--- src/hdl/rsrd_pkg.sv ---
`default_nettype none

package rsrd_pkg;

	// Tag decoding
	localparam logic [7:0] TAG_ZERO_MIN = 8'h80;  // first zero-run tag
	localparam logic [7:0] TAG_REP_MIN  = 8'ha0;  // first repeat tag
	localparam logic [7:0] RUN_MASK     = 8'h1f;  // run length minus one

	localparam int unsigned WORD_W = 32;
	localparam int unsigned IDX_W  = 16;
	localparam int unsigned DONE_W = 17;

	// Configuration register indexes
	localparam logic CFG_REG_BASE   = 1'b0;
	localparam logic CFG_WORD_COUNT = 1'b1;

	// One decoded word on its way from issue to the output register
	typedef struct packed {
		logic [IDX_W-1:0]  reg_idx;
		logic [WORD_W-1:0] lit_value;
		logic              use_ram;
		logic              last;
		logic              done;
	} word_req_t;

endpackage

`default_nettype wire

--- src/hdl/register_stream_rle_decoder_unit.sv ---
`default_nettype none

// Channel   Direction  Handshake              Payload
// -------   ---------  ---------------------  -------------------------------------------
// in        sink       in_valid / in_stall    data_byte, first
// out       source     out_valid / out_stall  reg_index, word_value, last_of_run,
//                                             stream_done
// cfg       sink       cfg_valid / cfg_ready  cfg_index, cfg_data
//
// Flow: a zero-run tag, or a repeat token once its reference byte is taken, holds the input
//   while its run is issued, one word per cycle while the issue stage can advance, paced by
//   the single read port of the history RAM.
// Reset: arst_n clears the control state and the per-entry valid flags of the history,
//   so unwritten entries read as zero; no clearing pass is needed.
// Stalls: out_stall holds the output register and, through it, the issue stage and the
//   input; a finished word waits in the output register while the next is issued.

module register_stream_rle_decoder_unit #(
	parameter int unsigned HISTORY_DEPTH = 16
) (
	input  wire logic        clk,
	input  wire logic        arst_n,
	// encoded byte stream
	input  wire logic        in_valid,
	output logic             in_stall,
	input  wire logic [7:0]  data_byte,
	input  wire logic        first,
	// decoded register writes
	output logic             out_valid,
	input  wire logic        out_stall,
	output logic [15:0]      reg_index,
	output logic [31:0]      word_value,
	output logic             last_of_run,
	output logic             stream_done,
	// configuration writes
	input  wire logic        cfg_valid,
	output logic             cfg_ready,
	input  wire logic        cfg_index,
	input  wire logic [15:0] cfg_data
);

	localparam int unsigned HIST_AW = $clog2(HISTORY_DEPTH);

	typedef enum logic [2:0] {
		ST_IDLE,  // waiting for a first-flagged byte
		ST_TAG,   // next byte is a tag
		ST_BACK,  // next byte is a back-reference
		ST_LIT,   // collecting literal bytes
		ST_RUN    // issuing a zero or repeat run, input held
	} state_t;

	// decoder state
	state_t                         state_q, state_d;
	logic [7:0]                     left_q, left_d;      // words left in token
	logic [1:0]                     pos_q, pos_d;        // literal byte position
	logic [23:0]                    partial_q, partial_d;
	logic [rsrd_pkg::DONE_W-1:0]    wd_q, wd_d;          // words done in stream
	logic [rsrd_pkg::IDX_W-1:0]     next_reg_q, next_reg_d;
	logic [7:0]                     back_q, back_d;
	logic [rsrd_pkg::IDX_W-1:0]     reg_base_q;
	logic [rsrd_pkg::IDX_W-1:0]     word_count_q;

	// issue stage (RAM read in flight)
	logic                           s1_valid_q;
	rsrd_pkg::word_req_t            s1_req_q;
	logic [HIST_AW-1:0]             s1_addr_q;
	logic                           s1_fwd_q;
	logic                           s1_hit_q;

	// history bookkeeping
	logic [HISTORY_DEPTH-1:0]       hist_vld_q;
	logic [rsrd_pkg::WORD_W-1:0]    last_wdata_q;
	logic [rsrd_pkg::WORD_W-1:0]    rd_data;

	// output register
	logic                           out_valid_q;
	logic [rsrd_pkg::IDX_W-1:0]     reg_index_q;
	logic [rsrd_pkg::WORD_W-1:0]    word_value_q;
	logic                           last_q;
	logic                           done_q;

	// combinational control
	logic                           out_free;
	logic                           s1_adv;
	logic                           issue_ok;
	logic                           in_acc;
	logic                           issue;
	rsrd_pkg::word_req_t            req;
	logic [HIST_AW-1:0]             iss_raddr;
	logic [rsrd_pkg::WORD_W-1:0]    s1_word;
	logic [rsrd_pkg::DONE_W-1:0]    wd_inc;
	logic                           done_test;
	logic                           tok_end;
	state_t                         cur_state;

	// the output register frees when empty or when its word leaves this cycle
	assign out_free  = !out_valid_q || !out_stall;
	assign s1_adv    = s1_valid_q && out_free;
	assign issue_ok  = !s1_valid_q || s1_adv;
	assign in_stall  = (state_q == ST_RUN) || !issue_ok;
	assign in_acc    = in_valid && !in_stall;
	assign cfg_ready = 1'b1;

	assign out_valid   = out_valid_q;
	assign reg_index   = reg_index_q;
	assign word_value  = word_value_q;
	assign last_of_run = last_q;
	assign stream_done = done_q;

	// the stream ends once the count is reached at the end of a token
	assign wd_inc    = wd_q + rsrd_pkg::DONE_W'(1);
	assign done_test = wd_inc >= {1'b0, word_count_q};

	// word leaving the issue stage: forward a same-cycle write, zero unwritten entries
	always_comb begin
		if (s1_req_q.use_ram) begin
			if (s1_fwd_q) begin
				s1_word = last_wdata_q;
			end else if (s1_hit_q) begin
				s1_word = rd_data;
			end else begin
				s1_word = '0;
			end
		end else begin
			s1_word = s1_req_q.lit_value;
		end
	end

	// decode and issue
	always_comb begin
		state_d    = state_q;
		left_d     = left_q;
		pos_d      = pos_q;
		partial_d  = partial_q;
		wd_d       = wd_q;
		next_reg_d = next_reg_q;
		back_d     = back_q;
		issue      = 1'b0;
		req        = '0;
		iss_raddr  = wd_q[HIST_AW-1:0];
		tok_end    = 1'b0;
		cur_state  = state_q;

		if (in_acc) begin
			// first-flagged byte: reload counters, drop any open token
			if (first) begin
				cur_state  = (word_count_q == '0) ? ST_IDLE : ST_TAG;
				state_d    = cur_state;
				wd_d       = '0;
				next_reg_d = reg_base_q;
				pos_d      = '0;
				partial_d  = '0;
				left_d     = '0;
			end
			unique case (cur_state)
				ST_TAG: begin
					if (data_byte < rsrd_pkg::TAG_ZERO_MIN) begin
						left_d    = data_byte + 8'd1;
						pos_d     = '0;
						partial_d = '0;
						state_d   = ST_LIT;
					end else begin
						left_d = (data_byte & rsrd_pkg::RUN_MASK) + 8'd1;
						back_d = '0;
						state_d = (data_byte >= rsrd_pkg::TAG_REP_MIN) ? ST_BACK : ST_RUN;
					end
				end
				ST_BACK: begin
					back_d  = data_byte;
					state_d = ST_RUN;
				end
				ST_LIT: begin
					if (pos_q != 2'd3) begin
						case (pos_q)
							2'd0:    partial_d[7:0]   = data_byte;
							2'd1:    partial_d[15:8]  = data_byte;
							default: partial_d[23:16] = data_byte;
						endcase
						pos_d = pos_q + 2'd1;
					end else begin
						// fourth byte completes the word
						tok_end       = (left_q <= 8'd1);
						issue         = 1'b1;
						req.reg_idx   = next_reg_q;
						req.lit_value = {data_byte, partial_q};
						req.use_ram   = 1'b0;
						req.last      = 1'b1;
						req.done      = tok_end && done_test;
						wd_d          = wd_inc;
						next_reg_d    = next_reg_q + rsrd_pkg::IDX_W'(1);
						pos_d         = '0;
						partial_d     = '0;
						left_d        = (left_q != '0) ? left_q - 8'd1 : left_q;
						if (tok_end) begin
							state_d = done_test ? ST_IDLE : ST_TAG;
						end
					end
				end
				ST_IDLE, ST_RUN: begin
					// drop the byte
				end
				default: begin
					state_d = ST_IDLE;
				end
			endcase
		end else if (state_q == ST_RUN && issue_ok) begin
			// one word of a zero or repeat run per cycle while the issue stage can advance
			tok_end       = (left_q <= 8'd1);
			issue         = 1'b1;
			req.reg_idx   = next_reg_q;
			req.lit_value = '0;
			req.use_ram   = (back_q != '0);
			req.last      = tok_end;
			req.done      = tok_end && done_test;
			iss_raddr     = HIST_AW'(wd_q - rsrd_pkg::DONE_W'(back_q));
			wd_d          = wd_inc;
			next_reg_d    = next_reg_q + rsrd_pkg::IDX_W'(1);
			left_d        = left_q - 8'd1;
			if (tok_end) begin
				state_d = done_test ? ST_IDLE : ST_TAG;
			end
		end
	end

	rsrd_ram #(
		.WIDTH (rsrd_pkg::WORD_W),
		.DEPTH (HISTORY_DEPTH)
	) u_hist (
		.clk   (clk),
		.we    (s1_adv),
		.waddr (s1_addr_q),
		.wdata (s1_word),
		.re    (issue),
		.raddr (iss_raddr),
		.rdata (rd_data)
	);

	always_ff @(posedge clk or negedge arst_n) begin
		if (!arst_n) begin
			state_q      <= ST_IDLE;
			left_q       <= '0;
			pos_q        <= '0;
			partial_q    <= '0;
			wd_q         <= '0;
			next_reg_q   <= '0;
			back_q       <= '0;
			reg_base_q   <= '0;
			word_count_q <= '0;
			s1_valid_q   <= 1'b0;
			s1_req_q     <= '0;
			s1_addr_q    <= '0;
			s1_fwd_q     <= 1'b0;
			s1_hit_q     <= 1'b0;
			hist_vld_q   <= '0;
			last_wdata_q <= '0;
			out_valid_q  <= 1'b0;
			reg_index_q  <= '0;
			word_value_q <= '0;
			last_q       <= 1'b0;
			done_q       <= 1'b0;
		end else begin
			state_q    <= state_d;
			left_q     <= left_d;
			pos_q      <= pos_d;
			partial_q  <= partial_d;
			wd_q       <= wd_d;
			next_reg_q <= next_reg_d;
			back_q     <= back_d;

			if (cfg_valid && cfg_ready) begin
				unique case (cfg_index)
					rsrd_pkg::CFG_REG_BASE:   reg_base_q   <= cfg_data;
					rsrd_pkg::CFG_WORD_COUNT: word_count_q <= cfg_data;
					default:                  reg_base_q   <= reg_base_q;
				endcase
			end

			// issue stage: capture the request, the valid flag and the forward hit
			if (issue) begin
				s1_valid_q <= 1'b1;
				s1_req_q   <= req;
				s1_addr_q  <= wd_q[HIST_AW-1:0];
				s1_fwd_q   <= s1_adv && (s1_addr_q == iss_raddr);
				s1_hit_q   <= hist_vld_q[iss_raddr];
			end else if (s1_adv) begin
				s1_valid_q <= 1'b0;
			end

			// record the word in the history as it enters the output register
			if (s1_adv) begin
				hist_vld_q[s1_addr_q] <= 1'b1;
				last_wdata_q          <= s1_word;
				out_valid_q           <= 1'b1;
				reg_index_q           <= s1_req_q.reg_idx;
				word_value_q          <= s1_word;
				last_q                <= s1_req_q.last;
				done_q                <= s1_req_q.done;
			end else if (!out_stall) begin
				out_valid_q <= 1'b0;
			end
		end
	end

endmodule

`default_nettype wire

--- src/hdl/rsrd_ram.sv ---
`default_nettype none

module rsrd_ram #(
	parameter int unsigned WIDTH = 32,
	parameter int unsigned DEPTH = 16
) (
	input  wire logic                     clk,
	input  wire logic                     we,
	input  wire logic [$clog2(DEPTH)-1:0] waddr,
	input  wire logic [WIDTH-1:0]         wdata,
	input  wire logic                     re,
	input  wire logic [$clog2(DEPTH)-1:0] raddr,
	output logic      [WIDTH-1:0]         rdata
);

	logic [WIDTH-1:0] mem [DEPTH];

	// read-first: a read at the address being written returns the old word
	always_ff @(posedge clk) begin
		if (we) begin
			mem[waddr] <= wdata;
		end
		if (re) begin
			rdata <= mem[raddr];
		end
	end

endmodule

`default_nettype wire

--- config.mk ---
export PLATFORM = sky130hd
export DESIGN_NAME = register_stream_rle_decoder_unit
export DESIGN_NICKNAME = d
export VERILOG_FILES = /design/src/hdl/rsrd_pkg.sv /design/src/hdl/register_stream_rle_decoder_unit.sv /design/src/hdl/rsrd_ram.sv
export SDC_FILE = /design/constraint.sdc
export NUM_CORES = 1
export LEC_CHECK = 0
export BUFFER_PORTS_ARGS = -buffer_cell sky130_fd_sc_hd__buf_4
export CAP_MARGIN = 20
export CORE_MARGIN = 5
export CORE_UTILIZATION = 50
export DETAILED_ROUTE_END_ITERATION = 10
export PLACE_DENSITY = 0.66
export SYNTH_ARGS = -nofsm -noshare
export SYNTH_HDL_FRONTEND = slang
export SYNTH_SLANG_ARGS = --single-unit
export TNS_END_PERCENT = 5
--- constraint.sdc ---
create_clock -name clk -period 11.6 [get_ports clk]
set_clock_uncertainty 0.15 [all_clocks]
set_input_delay 1.74 -clock clk [delete_from_list [all_inputs] [get_ports clk]]
set_output_delay 1.74 -clock clk [all_outputs]
set_load 0.03 [all_outputs]
==> flow_summary.ini <==
[synthesis]
synth-main-ff-cell = edfxtp_1
synthArstFlopShare_pct = 30.2
synth_warnings = 0
yosysTopAreaCell = edfxtp_1
syn-cell-area_um2 = 32900
ys_ff_latch = 779
synth_edf_count = 544
netlist.area_leader.share_pct = 49.7
syn_nets = 2298
avgSynthCellArea_um2 = 14.7
netlist_instances = 2239
synth_area_leaders = edfxtp_1 (50%), dfrtp_1 (18%), mux2i_1 (12%), nand2_1 (2.7%), mux2_2 (2.3%)
yosysSeqAreaShare_pct = 67.6
synth_cell_types = 70

[sta]
rsz0062_at_grt = no
final-hold-violation-count = 0
fin_setup_tns_ns = 0
worst_pin_slew_ns = 1.13
min_period_over_period_pct = 45.5
setup_viol = 0
relSlewSlack_pct = 24.9
slew_violations = 0
min_period_ns = 5.28
max_freq_ghz = 0.189

[finish]
post_layout_nonfiller_instances = 3272
final_common_cell = edfxtp_1
drive_above_1_share_pct = 17.2
antennaDiodeCount = 0
area_growth_pct = 13.4
final_nets = 2401
final.fill_count = 5085
final_cell_mix = edfxtp_1 (544), mux2i_1 (389), dfrtp_1 (233), nand2_1 (232), buf_4 (135)
stdcell_area_um2 = 37300

[global_routing]
overflow = 0
antenna_found_initial = 0
grt_max_degree = 142
grt_usage_pct = 21.9
grt_pass1_wl_mm = 118
grt_pass1_vias = 19539

[critical_path]
crit_fanout = 141
required_ns = 11.82
critPathKind = in2reg
critPathCaptureType = flop
start_kind = primary input
arrival_ns = 5.50

[clock_network]
clockBufferDepth = 3
clock_sinks = 779
postCtsHoldBufs = 0
cts_setup_buffers = 0
clock_latency_ns = 0.64
cts-root-buf = clkbuf_16
htree_levels = 3
cts_buffers = 83
clk_pin_slew_ns = 0.06
cts_tree = built
cts-resized-gates = 0

[die]
die_area_um2 = 70900
coreArea_um2 = 65500
num_rows = 94
die_h_um = 266
die_x_um = 266
num_io_pins = 84
initial_core_util_pct = 50.1

[routing]
firstDrtPassIters = 6
drt_iter0_drc = 1761
routed.top_layer = met4
wl_met1_mm = 34.1
drtAntennaViolNets = 0
drc = 0
wire_per_inst_um = 24.1
route.met3.wl_mm = 5.07
via_per_inst = 5.86
routed-via-count = 19179
wl_met2_mm = 37.9
finalWirelength_mm = 78.8

[placement]
gp_congestion = 0.824
place_area_um2 = 34400
portBuffers = 82
hpwl_mm = 41.2
dp.cells = 3102

[power]
power_density_nw_per_um2 = 212
p_total_mw = 7.92
vdd_drop_max_mv = 0.151
power.leakage_nw = 15.3

[run_status]
status = completed

[job]
cap_violations = 0

[hold_path]
hp-class = reg2reg
[flip-flops by register name, summed over array words and instances, names as in the netlist, 2 cells and up]
name,flops
next_reg_q,16
s1_req_q,51
word_count_q,16
reg_base_q,16
u_hist.mem,512
s1_addr_q,4
state_q,3
partial_q,24
u_hist.rdata,32
reg_index,16
left_q,8
back_q,8
wd_q,17
word_value,32
pos_q,2
hist_vld_q,16
[routing by layer]
metal,vias up,global-route usage (%)
li1,8580,-
met1,9880,30.8
met2,607,35.5
met3,112,3.80
met4,0,6.23
met5,-,0
[final timing paths]
| path | cells after the start | slack, ns | endpoint | startpoint |
|---|---|---|---|---|
| min in group asynchronous | 1 | 1.01 | word_value[11]$_DFFE_PN0P_ | arst_n |
| min | 1 | 0.31 | hist_vld_q[11]$_DFFE_PN0P_ | hist_vld_q[11]$_DFFE_PN0P_ |
| max reg2reg | 9 | 6.93 | u_hist.rdata[30]$_DFFE_PP_ | state_q[1]$_DFFE_PN0P_ |
| max | 10 | 6.32 | u_hist.rdata[30]$_DFFE_PP_ | out_stall |
| max in group asynchronous | 2 | 8.83 | word_value[0]$_DFFE_PN0P_ | arst_n |
| min reg2reg | 1 | 0.31 | hist_vld_q[11]$_DFFE_PN0P_ | hist_vld_q[11]$_DFFE_PN0P_ |
[synth_stat cells (all sizes together), types with 27 or more instances]
master,n
ha,27
a21oi,70
clkbuf,61
o21ai,83
dfrtp,235
nand3,37
mux2i,389
edfxtp,544
inv,46
buf,59
mux2,66
a22oi,35
nand2,232
nor2,98
mux4,33
[through the flow]
stage	util, %	hold slack (ns)	worst slack [ns]
final	56.9	0.313	6.32
after global placement	52.6	0.300	5.83
after global routing	56.9	0.324	6.13
after floorplan	-	0.280	6.44
after detailed placement	52.6	0.301	5.73
after CTS	56.7	0.315	6.39
[power by group]
part	leakage (nW)	internal [mW]	switching (mW)
Sequential	8.03	3.49	0.194
Clock	1.32	1.52	1.07
Combinational	5.94	0.616	1.03
Total	15.3	5.62	2.29
[critical path: stages]
cell	delay [ns]
buf_4	0.12
nand3_1	0.22
nand2_1	0.08
buf_4	0.30
a21oi_4	0.20
buf_4	0.75
buf_12	0.76
mux2i_1	0.30
mux2i_1	0.12
mux4_2	0.51
[cell families after synthesis]
logic type / Yosys count / share of synthesized area, %
flops: 779 / 67.6
mux: 488 / 16.4
simple gates: 471 / 6.41
compound gates: 281 / 5.55
buf+inv: 166 / 2.28
fa+ha+maj: 28 / 1.09
xor+xnor: 25 / 0.666
other cells: 1 / 0.0114
[layout make-up]
cell class	instances	area, µm²	area share (%)
inverter	46	173	0.463
tap	864	1080	2.90
sequential	779	22200	59.6
multi-input combinational	1294	10000	27.0
clock buffer	120	2380	6.38
timing repair buffer	138	1070	2.87
clock inverter	31	293	0.786
Power figures use the tool's default switching activity.
